--- src/sv/sbl_pkg.sv ---
// shared types and constants of the stack blur line filter
// no dependencies
`default_nettype none
package sbl_pkg;
	localparam int MAX_RADIUS = 32;
	localparam int DEPTH      = 2 * MAX_RADIUS + 1;
	localparam int PTR_W      = $clog2(DEPTH);
	localparam int CNT_W      = 7;
	localparam int RAD_W      = 6;
	localparam int ACC_W      = 19;
	localparam int DIV_W      = 11;
	localparam logic [CNT_W-1:0] CNT_MAX = 7'd127;
	localparam logic [2:0] ADDR_RADIUS = 3'd0;

	typedef struct packed {
		logic [7:0] alpha;
		logic [7:0] blue;
		logic [7:0] green;
		logic [7:0] red;
	} pixel_t;

	typedef struct packed {
		logic             en;
		logic [PTR_W-1:0] addr;
		pixel_t           data;
	} win_wr_t;

	// one job: a single mid-line result or a line-end drain
	typedef struct packed {
		logic [PTR_W-1:0] ptr;
		logic [CNT_W-1:0] n;
		logic [RAD_W-1:0] r;
		logic [RAD_W-1:0] center;
		logic             multi;
	} job_t;
endpackage
`default_nettype wire

--- src/sv/sbl_front.sv ---
// front end: takes pixels, writes the window, turns beats into jobs
// depends on sbl_pkg
`default_nettype none
module sbl_front import sbl_pkg::*; (
	input  wire logic             clk,
	input  wire logic             arst_n,
	input  wire logic             in_valid,
	input  wire logic             idle,
	input  wire pixel_t           pix,
	input  wire logic             line_end,
	input  wire logic [RAD_W-1:0] radius,
	output logic                  in_ready,
	output win_wr_t               wr,
	output logic                  push,
	output job_t                  job
);
	logic [PTR_W-1:0] wptr_q;
	logic [CNT_W-1:0] seen_q;
	logic [PTR_W-1:0] nptr;
	logic [CNT_W-1:0] n;
	logic [RAD_W-1:0] r;
	logic [CNT_W-1:0] nm1;
	logic             acc_beat;

	assign in_ready = idle;
	assign acc_beat = in_valid && in_ready;
	assign nptr = (wptr_q == PTR_W'(DEPTH - 1)) ? '0 : wptr_q + 1'b1;
	assign n    = (seen_q < CNT_MAX) ? seen_q + 1'b1 : CNT_MAX;
	assign nm1  = n - 1'b1;
	assign r    = (radius > RAD_W'(MAX_RADIUS)) ? RAD_W'(MAX_RADIUS) : radius;

	always_comb begin
		wr.en   = acc_beat;
		wr.addr = nptr;
		wr.data = pix;
		job.ptr = nptr;
		job.n   = n;
		job.r   = r;
		job.multi = line_end;
		if (line_end) begin
			job.center = ({1'b0, r} < nm1) ? r : RAD_W'(nm1);
			push = acc_beat;
		end else begin
			job.center = r;
			push = acc_beat && (nm1 >= {1'b0, r});
		end
	end

	always_ff @(posedge clk or negedge arst_n) begin
		if (!arst_n) begin
			wptr_q <= '0;
			seen_q <= '0;
		end else if (acc_beat) begin
			wptr_q <= nptr;
			seen_q <= line_end ? '0 : n;
		end
	end
endmodule
`default_nettype wire

--- src/sv/sbl_job_fifo.sv ---
// two-entry job queue between front and back
// depends on sbl_pkg
`default_nettype none
module sbl_job_fifo import sbl_pkg::*; (
	input  wire logic clk,
	input  wire logic arst_n,
	input  wire logic push,
	input  wire job_t wdata,
	input  wire logic pop,
	output job_t      rdata,
	output logic      empty
);
	job_t       mem_q [2];
	logic       wp_q, rp_q;
	logic [1:0] cnt_q;

	assign empty = (cnt_q == 2'd0);
	assign rdata = mem_q[rp_q];

	always_ff @(posedge clk) begin
		if (push) mem_q[wp_q] <= wdata;
	end

	always_ff @(posedge clk or negedge arst_n) begin
		if (!arst_n) begin
			wp_q  <= 1'b0;
			rp_q  <= 1'b0;
			cnt_q <= '0;
		end else begin
			if (push) wp_q <= ~wp_q;
			if (pop) rp_q <= ~rp_q;
			cnt_q <= cnt_q + {1'b0, push} - {1'b0, pop};
		end
	end

	a_no_overflow: assert property (@(posedge clk) disable iff (!arst_n)
		push |-> (cnt_q != 2'd2)) else $error("job queue overflow");
	a_no_underflow: assert property (@(posedge clk) disable iff (!arst_n)
		pop |-> !empty) else $error("job queue underflow");
	a_single_job: assert property (@(posedge clk) disable iff (!arst_n)
		push |=> (cnt_q != 2'd0)) else $error("pushed job lost");
endmodule
`default_nettype wire

--- src/sv/sbl_back.sv ---
// back end: window memory, tap accumulate, divide, output register
// depends on sbl_pkg
`default_nettype none
module sbl_back import sbl_pkg::*; (
	input  wire logic    clk,
	input  wire logic    arst_n,
	input  wire win_wr_t wr,
	input  wire logic    job_avail,
	input  wire job_t    job,
	output logic         pop,
	output logic         idle,
	output logic         out_valid,
	input  wire logic    out_ready,
	output pixel_t       out_pix,
	output logic         line_end_out,
	output logic         run_end
);
	typedef enum logic [3:0] {
		ST_IDLE = 4'b0001,
		ST_MAC  = 4'b0010,
		ST_DIV  = 4'b0100,
		ST_OUT  = 4'b1000
	} state_t;

	pixel_t win_q [DEPTH];
	pixel_t rd_s1;
	logic [RAD_W-1:0] w_s1;
	logic             v_s1;

	state_t           state_q;
	job_t             job_q;
	logic [RAD_W-1:0] center_q;
	logic [PTR_W-1:0] k_q;
	logic [DIV_W-1:0] div_q;
	logic [ACC_W-1:0] acc_q [4];
	logic [7:0]       quo_q [4];
	logic [2:0]       bit_q;
	logic             out_valid_q;
	pixel_t           out_q;
	logic             lend_q, rend_q;

	logic             issue;
	logic signed [7:0] d, j;
	logic [PTR_W-1:0] jmax, jc, absd;
	logic [RAD_W-1:0] wgt;
	logic [7:0]       addr_w;
	logic [PTR_W-1:0] raddr;
	logic [ACC_W-1:0] trial;
	logic             last;
	logic [RAD_W:0]   rp1;
	logic             out_load;

	assign pop  = (state_q == ST_IDLE) && job_avail;
	assign idle = (state_q == ST_IDLE) && !job_avail;
	assign last = !job_q.multi || (center_q == '0);
	assign rp1  = {1'b0, job.r} + 1'b1;
	assign out_load = (state_q == ST_OUT) && (!out_valid_q || out_ready);

	// tap address generation
	always_comb begin
		issue = (state_q == ST_MAC) && (k_q <= {job_q.r, 1'b0});
		d = $signed({1'b0, k_q}) - $signed({2'b00, job_q.r});
		j = $signed({2'b00, center_q}) - d;
		jmax = ((job_q.n - 1'b1) > CNT_W'(DEPTH - 1)) ? PTR_W'(DEPTH - 1)
			: PTR_W'(job_q.n - 1'b1);
		if (j < 0) jc = '0;
		else if (PTR_W'(j) > jmax) jc = jmax;
		else jc = PTR_W'(j);
		absd = d[7] ? PTR_W'(-d) : PTR_W'(d);
		wgt = RAD_W'({1'b0, job_q.r} + 1'b1 - absd);
		if (job_q.ptr >= jc) addr_w = {1'b0, job_q.ptr} - {1'b0, jc};
		else addr_w = {1'b0, job_q.ptr} + 8'(DEPTH) - {1'b0, jc};
		raddr = addr_w[PTR_W-1:0];
		// divisor aligned to quotient bit bit_q
		trial = ACC_W'({div_q, 7'd0} >> (3'd7 - bit_q));
	end

	always_ff @(posedge clk) begin
		if (wr.en) win_q[wr.addr] <= wr.data;
		rd_s1 <= win_q[raddr];
		w_s1  <= wgt;
	end

	always_ff @(posedge clk or negedge arst_n) begin
		if (!arst_n) begin
			state_q     <= ST_IDLE;
			v_s1        <= 1'b0;
			out_valid_q <= 1'b0;
			k_q         <= '0;
			bit_q       <= '0;
		end else begin
			if (out_valid_q && out_ready && !out_load) out_valid_q <= 1'b0;
			v_s1 <= issue;
			unique case (state_q)
				ST_IDLE: begin
					if (job_avail) begin
						job_q    <= job;
						center_q <= job.center;
						div_q    <= DIV_W'(rp1) * DIV_W'(rp1);
						k_q      <= '0;
						for (int c = 0; c < 4; c++) acc_q[c] <= '0;
						state_q  <= ST_MAC;
					end
				end
				ST_MAC: begin
					if (issue) k_q <= k_q + 1'b1;
					if (v_s1) begin
						acc_q[0] <= acc_q[0] + ACC_W'(w_s1) * ACC_W'(rd_s1.red);
						acc_q[1] <= acc_q[1] + ACC_W'(w_s1) * ACC_W'(rd_s1.green);
						acc_q[2] <= acc_q[2] + ACC_W'(w_s1) * ACC_W'(rd_s1.blue);
						acc_q[3] <= acc_q[3] + ACC_W'(w_s1) * ACC_W'(rd_s1.alpha);
					end else if (!issue) begin
						bit_q   <= 3'd7;
						state_q <= ST_DIV;
					end
				end
				ST_DIV: begin
					for (int c = 0; c < 4; c++) begin
						if (acc_q[c] >= trial) begin
							acc_q[c] <= acc_q[c] - trial;
							quo_q[c][bit_q] <= 1'b1;
						end else begin
							quo_q[c][bit_q] <= 1'b0;
						end
					end
					if (bit_q == '0) state_q <= ST_OUT;
					else bit_q <= bit_q - 1'b1;
				end
				ST_OUT: begin
					if (out_load) begin
						out_valid_q <= 1'b1;
						out_q  <= '{alpha: quo_q[3], blue: quo_q[2],
							green: quo_q[1], red: quo_q[0]};
						lend_q <= job_q.multi && last;
						rend_q <= last;
						if (last) begin
							state_q <= ST_IDLE;
						end else begin
							center_q <= center_q - 1'b1;
							k_q      <= '0;
							for (int c = 0; c < 4; c++) acc_q[c] <= '0;
							state_q  <= ST_MAC;
						end
					end
				end
				default: state_q <= ST_IDLE;
			endcase
		end
	end

	assign out_valid    = out_valid_q;
	assign out_pix      = out_q;
	assign line_end_out = lend_q;
	assign run_end      = rend_q;

	a_tap_in_line: assert property (@(posedge clk) disable iff (!arst_n)
		issue |-> ({1'b0, jc} < {1'b0, job_q.n})) else $error("tap outside line");
	a_pop_idle: assert property (@(posedge clk) disable iff (!arst_n)
		pop |=> (state_q == ST_MAC)) else $error("job popped while busy");
	a_no_write_busy: assert property (@(posedge clk) disable iff (!arst_n)
		wr.en |-> (state_q == ST_IDLE)) else $error("window written while busy");
endmodule
`default_nettype wire

--- src/sv/stack_blur_line_filter_unit.sv ---
// top level of the stack blur line filter: register port, front, queue, back
// depends on sbl_pkg, sbl_front, sbl_job_fifo, sbl_back
//
// channel   | signals                                   | direction
// ----------+-------------------------------------------+----------
// pixel in  | in_valid/in_ready, in_red..in_alpha, line_end_in | in
// pixel out | out_valid/out_ready, out_red..out_alpha, line_end_out, run_end | out
// config    | psel penable pwrite paddr pwdata prdata pready | apb
//
// each result takes a tap accumulate pass over the window, 8 divide steps and
// one output load, which can stall on out_ready; the pace is set by the single
// window read port and the bit-serial divider; a job is popped in the idle state
// a beat that causes no result does not stall the input; a line end drains
// min(r, n-1)+1 results one after another; the input waits while a job runs
// reset clears control state, radius, and the line count; the window is
// only ever read at pixels of the current line so it needs no clearing
`default_nettype none
module stack_blur_line_filter_unit import sbl_pkg::*; (
	input  wire logic        clk,
	input  wire logic        arst_n,
	input  wire logic        psel,
	input  wire logic        penable,
	input  wire logic        pwrite,
	input  wire logic [2:0]  paddr,
	input  wire logic [31:0] pwdata,
	output logic      [31:0] prdata,
	output logic             pready,
	input  wire logic        in_valid,
	output logic             in_ready,
	input  wire logic [7:0]  in_red,
	input  wire logic [7:0]  in_green,
	input  wire logic [7:0]  in_blue,
	input  wire logic [7:0]  in_alpha,
	input  wire logic        line_end_in,
	output logic             out_valid,
	input  wire logic        out_ready,
	output logic      [7:0]  out_red,
	output logic      [7:0]  out_green,
	output logic      [7:0]  out_blue,
	output logic      [7:0]  out_alpha,
	output logic             line_end_out,
	output logic             run_end
);
	logic [RAD_W-1:0] radius_q;
	logic             idle_back, fifo_empty, push, pop;
	job_t             job_in, job_out;
	win_wr_t          wr;
	pixel_t           pix_in, pix_out;

	// register port, radius is the only register
	assign pready = 1'b1;
	always_ff @(posedge clk or negedge arst_n) begin
		if (!arst_n) begin
			radius_q <= '0;
		end else if (psel && penable && pwrite && (paddr[2] == ADDR_RADIUS[2])) begin
			radius_q <= pwdata[RAD_W-1:0];
		end
	end
	assign prdata = (paddr[2] == ADDR_RADIUS[2]) ? {26'd0, radius_q} : 32'd0;

	assign pix_in = '{alpha: in_alpha, blue: in_blue, green: in_green, red: in_red};

	sbl_front u_front (
		.clk, .arst_n, .in_valid,
		.idle     (idle_back && fifo_empty),
		.pix      (pix_in),
		.line_end (line_end_in),
		.radius   (radius_q),
		.in_ready,
		.wr, .push,
		.job      (job_in)
	);

	sbl_job_fifo u_fifo (
		.clk, .arst_n, .push,
		.wdata (job_in),
		.pop,
		.rdata (job_out),
		.empty (fifo_empty)
	);

	sbl_back u_back (
		.clk, .arst_n, .wr,
		.job_avail (!fifo_empty),
		.job       (job_out),
		.pop,
		.idle      (idle_back),
		.out_valid, .out_ready,
		.out_pix   (pix_out),
		.line_end_out, .run_end
	);

	assign out_red   = pix_out.red;
	assign out_green = pix_out.green;
	assign out_blue  = pix_out.blue;
	assign out_alpha = pix_out.alpha;
endmodule
`default_nettype wire
--- config.mk ---
export PLATFORM = sky130hd
export DESIGN_NAME = stack_blur_line_filter_unit
export DESIGN_NICKNAME = d
export VERILOG_FILES = /design/src/sv/sbl_pkg.sv /design/src/sv/sbl_front.sv /design/src/sv/sbl_job_fifo.sv /design/src/sv/sbl_back.sv /design/src/sv/stack_blur_line_filter_unit.sv
export SDC_FILE = /design/constraint.sdc
export NUM_CORES = 2
export LEC_CHECK = 0
export BUFFER_PORTS_ARGS = -buffer_cell sky130_fd_sc_hd__buf_2
export CAP_MARGIN = 40
export CORE_MARGIN = 2
export CORE_UTILIZATION = 53
export DETAILED_ROUTE_END_ITERATION = 12
export GPL_ROUTABILITY_DRIVEN = 0
export PLACE_DENSITY = 0.7
export SYNTH_ARGS = -nofsm -noshare
export SYNTH_HDL_FRONTEND = slang
export SYNTH_SLANG_ARGS = --single-unit
--- constraint.sdc ---
create_clock -name clk -period 13.6 [get_ports clk]
set_input_delay 1.36 -clock clk [delete_from_list [all_inputs] [get_ports clk]]
set_output_delay 1.36 -clock clk [all_outputs]
set_load 0.03 [all_outputs]
==> impl_metrics.ini <==
[detailed_routing]
final_antenna_net_count = 0
dr.first_iter.drc_count = 9110
via_per_inst = 6.43
vias = 67100
wl_per_cell_microns = 27.1
dr.pass1.iters = 6
wirelength_microns = 283000
drc = 0

[flow_run]
maxCapViolCount = 0

[global_route]
grt_pass1_vias = 64700
grt-ovfl-total = 0
grt_max_degree = 170
grt_pass1_wl_microns = 414000
antenna_found_initial = 4
grt_use_total_pct = 28.1

[floorplanning]
dieArea_sq_um = 199000
core_sq_um = 195000
fp.dieW_microns = 446
num_rows = 162
initial_core_util_pct = 53.2
ios = 144
die_h_microns = 446

[synth]
synth_edf_count = 2248
synth_mux_area_share_pct = 0.895
synth_fa_ha_area_share_pct = 6.72
synth.area.top_cells = edfxtp_1, ha_1, o22ai_1, fa_1, nand2_1
yosys_warnings = 0
synth_area_leader_cell = edfxtp_1
synth.distinct_cells = 101
netlist.area_leader.share_pct = 65.2
ys_ff_latch = 2391
synth_top_family_by_area = compound AO/OA/AOI/OAI gates
avgSynthCellArea_sq_um = 13.7
ys_seq_area_share_pct = 68.1
synth_xor_area_share_pct = 1.57
synth-compound-area-share_pct = 10.4
synth-main-ff-cell = edfxtp_1
synth_cells = 7555
netlist_area_sq_um = 104000
synthArstFlopShare_pct = 1.67
yosys.area_share.simple_pct = 9.29

[worst_setup_path]
crit_path_end_kind = flip-flop
reg2reg_depth = 35
slowest_delay_ps = 790
cp_slowest_cell = buf_4
cp_common_cell = ha_1
rrSetupSlack_ps = 3340
cp-start-kind = flip-flop
startpoint = u_back.k_q[0]$_DFFE_PN0P_
reg2reg_from = u_back.k_q[0]$_DFFE_PN0P_
path_class = flip-flop to flip-flop
cp.arrival_ps = 11090
cp_max_fo = 55
critPathRequiredTime_ps = 14430
r2r_end = u_back.rd_s1[10]$_DFF_P_

[timing]
worstMarginPinSlew_ps = 1090
min_period_ps = 10260
slew_violations = 0
period_share_pct = 75.5
tns_ps = 0
relSlewSlack_pct = 26.3
finalHoldViolCount = 0
skew_ps = 107
rsz0062_at_grt = false
whs_ps = 392
max_freq_mhz = 97.4
finalSetupViolCount = 0

[cells_and_area]
syn2layout_area_growth_pct = 11.6
nNetsFinal = 8222
multiInputGateArea_sq_um = 30700
drive_gt1_share_pct = 10.0
regArea_sq_um = 70600
fillers = 14600

[hold_path]
hp-start = u_back.quo_q[1][7]$_DFFE_PP_
hold_path.class = flip-flop to flip-flop
hold-path-cell-count = 0
hold-path-endpoint = out_green[7]$_DFFE_PP_

[clocking]
cts_resized = 0
cts_buffers = 220
hold_buffers = 0
insertion_delay_ps = 910
clk_pin_slew_ps = 60
cts_setup_buffers = 0
cts_tree = yes
cts.sinks = 2391
cts-htree-levels = 4
cts_buffer_depth = 3
root_buffer = clkbuf_16

[status]
status = finished, final reports clean

[placement]
port_buffers = 88
dp_hpwl_microns = 160000
## cells by family after synthesis
| group | Yosys count |
|---|---|
| compound gates | 1620 |
| xor+xnor | 184 |
| fa+ha+maj | 454 |
| buf+inv | 724 |
| flops | 2391 |
| mux | 84 |
| other cells | 2 |
| simple gates | 2096 |
## cell usage in the layout (no fill, tap or decap), types with 37 or more instances in the layout
cell type and n:
edfxtp_1 2248, nand2_1 783, o22ai_1 559, nor2_1 384, inv_1 323, ha_1 281
nand3_1 244, o21ai_0 226, clkbuf_16 220, a21oi_1 187, fa_1 171, nor4_1 161
buf_4 155, nor3_1 140, dfxtp_1 103, xnor2_1 102, buf_2 90, o221ai_1 83
xor2_1 80, and2_1 75, a31oi_1 73, o211ai_1 71, nor2_4 65, nand4_1 63
o22a_1 62, a21o_1 55, clkinv_1 46, clkbuf_1 43, a211oi_1 41, mux2i_1 40
nor2b_1 39, dfrtp_1 39, clkinv_2 37, buf_12 37
## cell type report
class                           count  share of cell area (%)
Sequential cell                  2391                    61.0
Multi-Input combinational cell   4467                    26.6
Clock buffer                      279                    5.09
Tap cell                         2542                    2.75
Timing Repair Buffer              291                    2.17
Clock inverter                    140                    1.33
Inverter                          324                    1.05
Antenna cell                        1                 0.00216
## worst max-delay path, delay by kind of cell, from the launching register on
| kind | cells | cell delay [ps] |
|---|---|---|
| muxes | 1 | 160 |
| AOI/OAI and AO/OA | 12 | 3010 |
| and+or+nand+nor | 5 | 1330 |
| buffers and inverters | 7 | 1800 |
| adders and majority gates | 8 | 2790 |
| xor gates and xnor gates | 2 | 640 |
| DFF | 1 | 460 |
## synthesized netlist by cell type (102+ instances only)
master    count
a21oi_1     187
buf_2       131
dfxtp_1     103
nor2_1      452
o21ai_0     226
nor4_1      161
clkbuf_1    207
nand3_1     244
nor3_1      142
inv_1       323
ha_1        281
nand2_1     787
fa_1        171
xnor2_1     102
edfxtp_1   2248
o22ai_1     559
## how the worst max path moves through the flow
stage	to	slack, ps	cells past startpoint
6_report	u_back.rd_s1[10]$_DFF_P_	3340	35
5_1_grt	u_back.rd_s1[14]$_DFF_P_	2990	34
4_1_cts	u_back.rd_s1[22]$_DFF_P_	3500	34
3_5_place_dp	u_back.rd_s1[22]$_DFF_P_	3490	34
3_3_place_gp	u_back.rd_s1[8]$_DFF_P_	3180	34
2_1_floorplan	u_back.rd_s1[18]$_DFF_P_	6410	37
## flip-flops by register name (all words and copies together), names as in the netlist, 6 cells and up
| signal | flops |
|---|---|
| u_back.div_q | 10 |
| u_front.wptr_q | 7 |
| u_fifo.mem_q | 54 |
| u_back.job_q | 21 |
| radius_q | 6 |
| out_red | 8 |
| out_blue | 8 |
| u_back.k_q | 7 |
| u_front.seen_q | 7 |
| u_back.quo_q | 32 |
| u_back.acc_q | 76 |
| u_back.center_q | 6 |
| out_green | 8 |
| u_back.win_q | 2080 |
| u_back.rd_s1 | 32 |
| u_back.w_s1 | 6 |
| out_alpha | 7 |
## metal layers
metal  track usage (%)  wire, microns  vias up
li1                  -              -    29100
met1              38.3         108000    33400
met2              44.4         130000     3940
met3              5.46          32100      589
met4              11.6          12300        4
met5                 0             29        -
## metrics by stage
| step | setup WS, ps | cell area [sq um] | instances | util (%) |
|---|---|---|---|---|
| after CTS | 3500 | 116000 | 10400 | 59.4 |
| after floorplan | 6410 | 104000 | 7582 | - |
| after detailed placement | 3490 | 108000 | 10000 | 55.6 |
| final | 3340 | 116000 | 10400 | 59.4 |
| after global placement | 3180 | 107000 | 9968 | 55.2 |
| after global routing | 2990 | 116000 | 10400 | 59.4 |
Power is left out: the tool's default activity adds up to more than one toggle a clock period on the data nets, which glitch-free logic cannot reach.
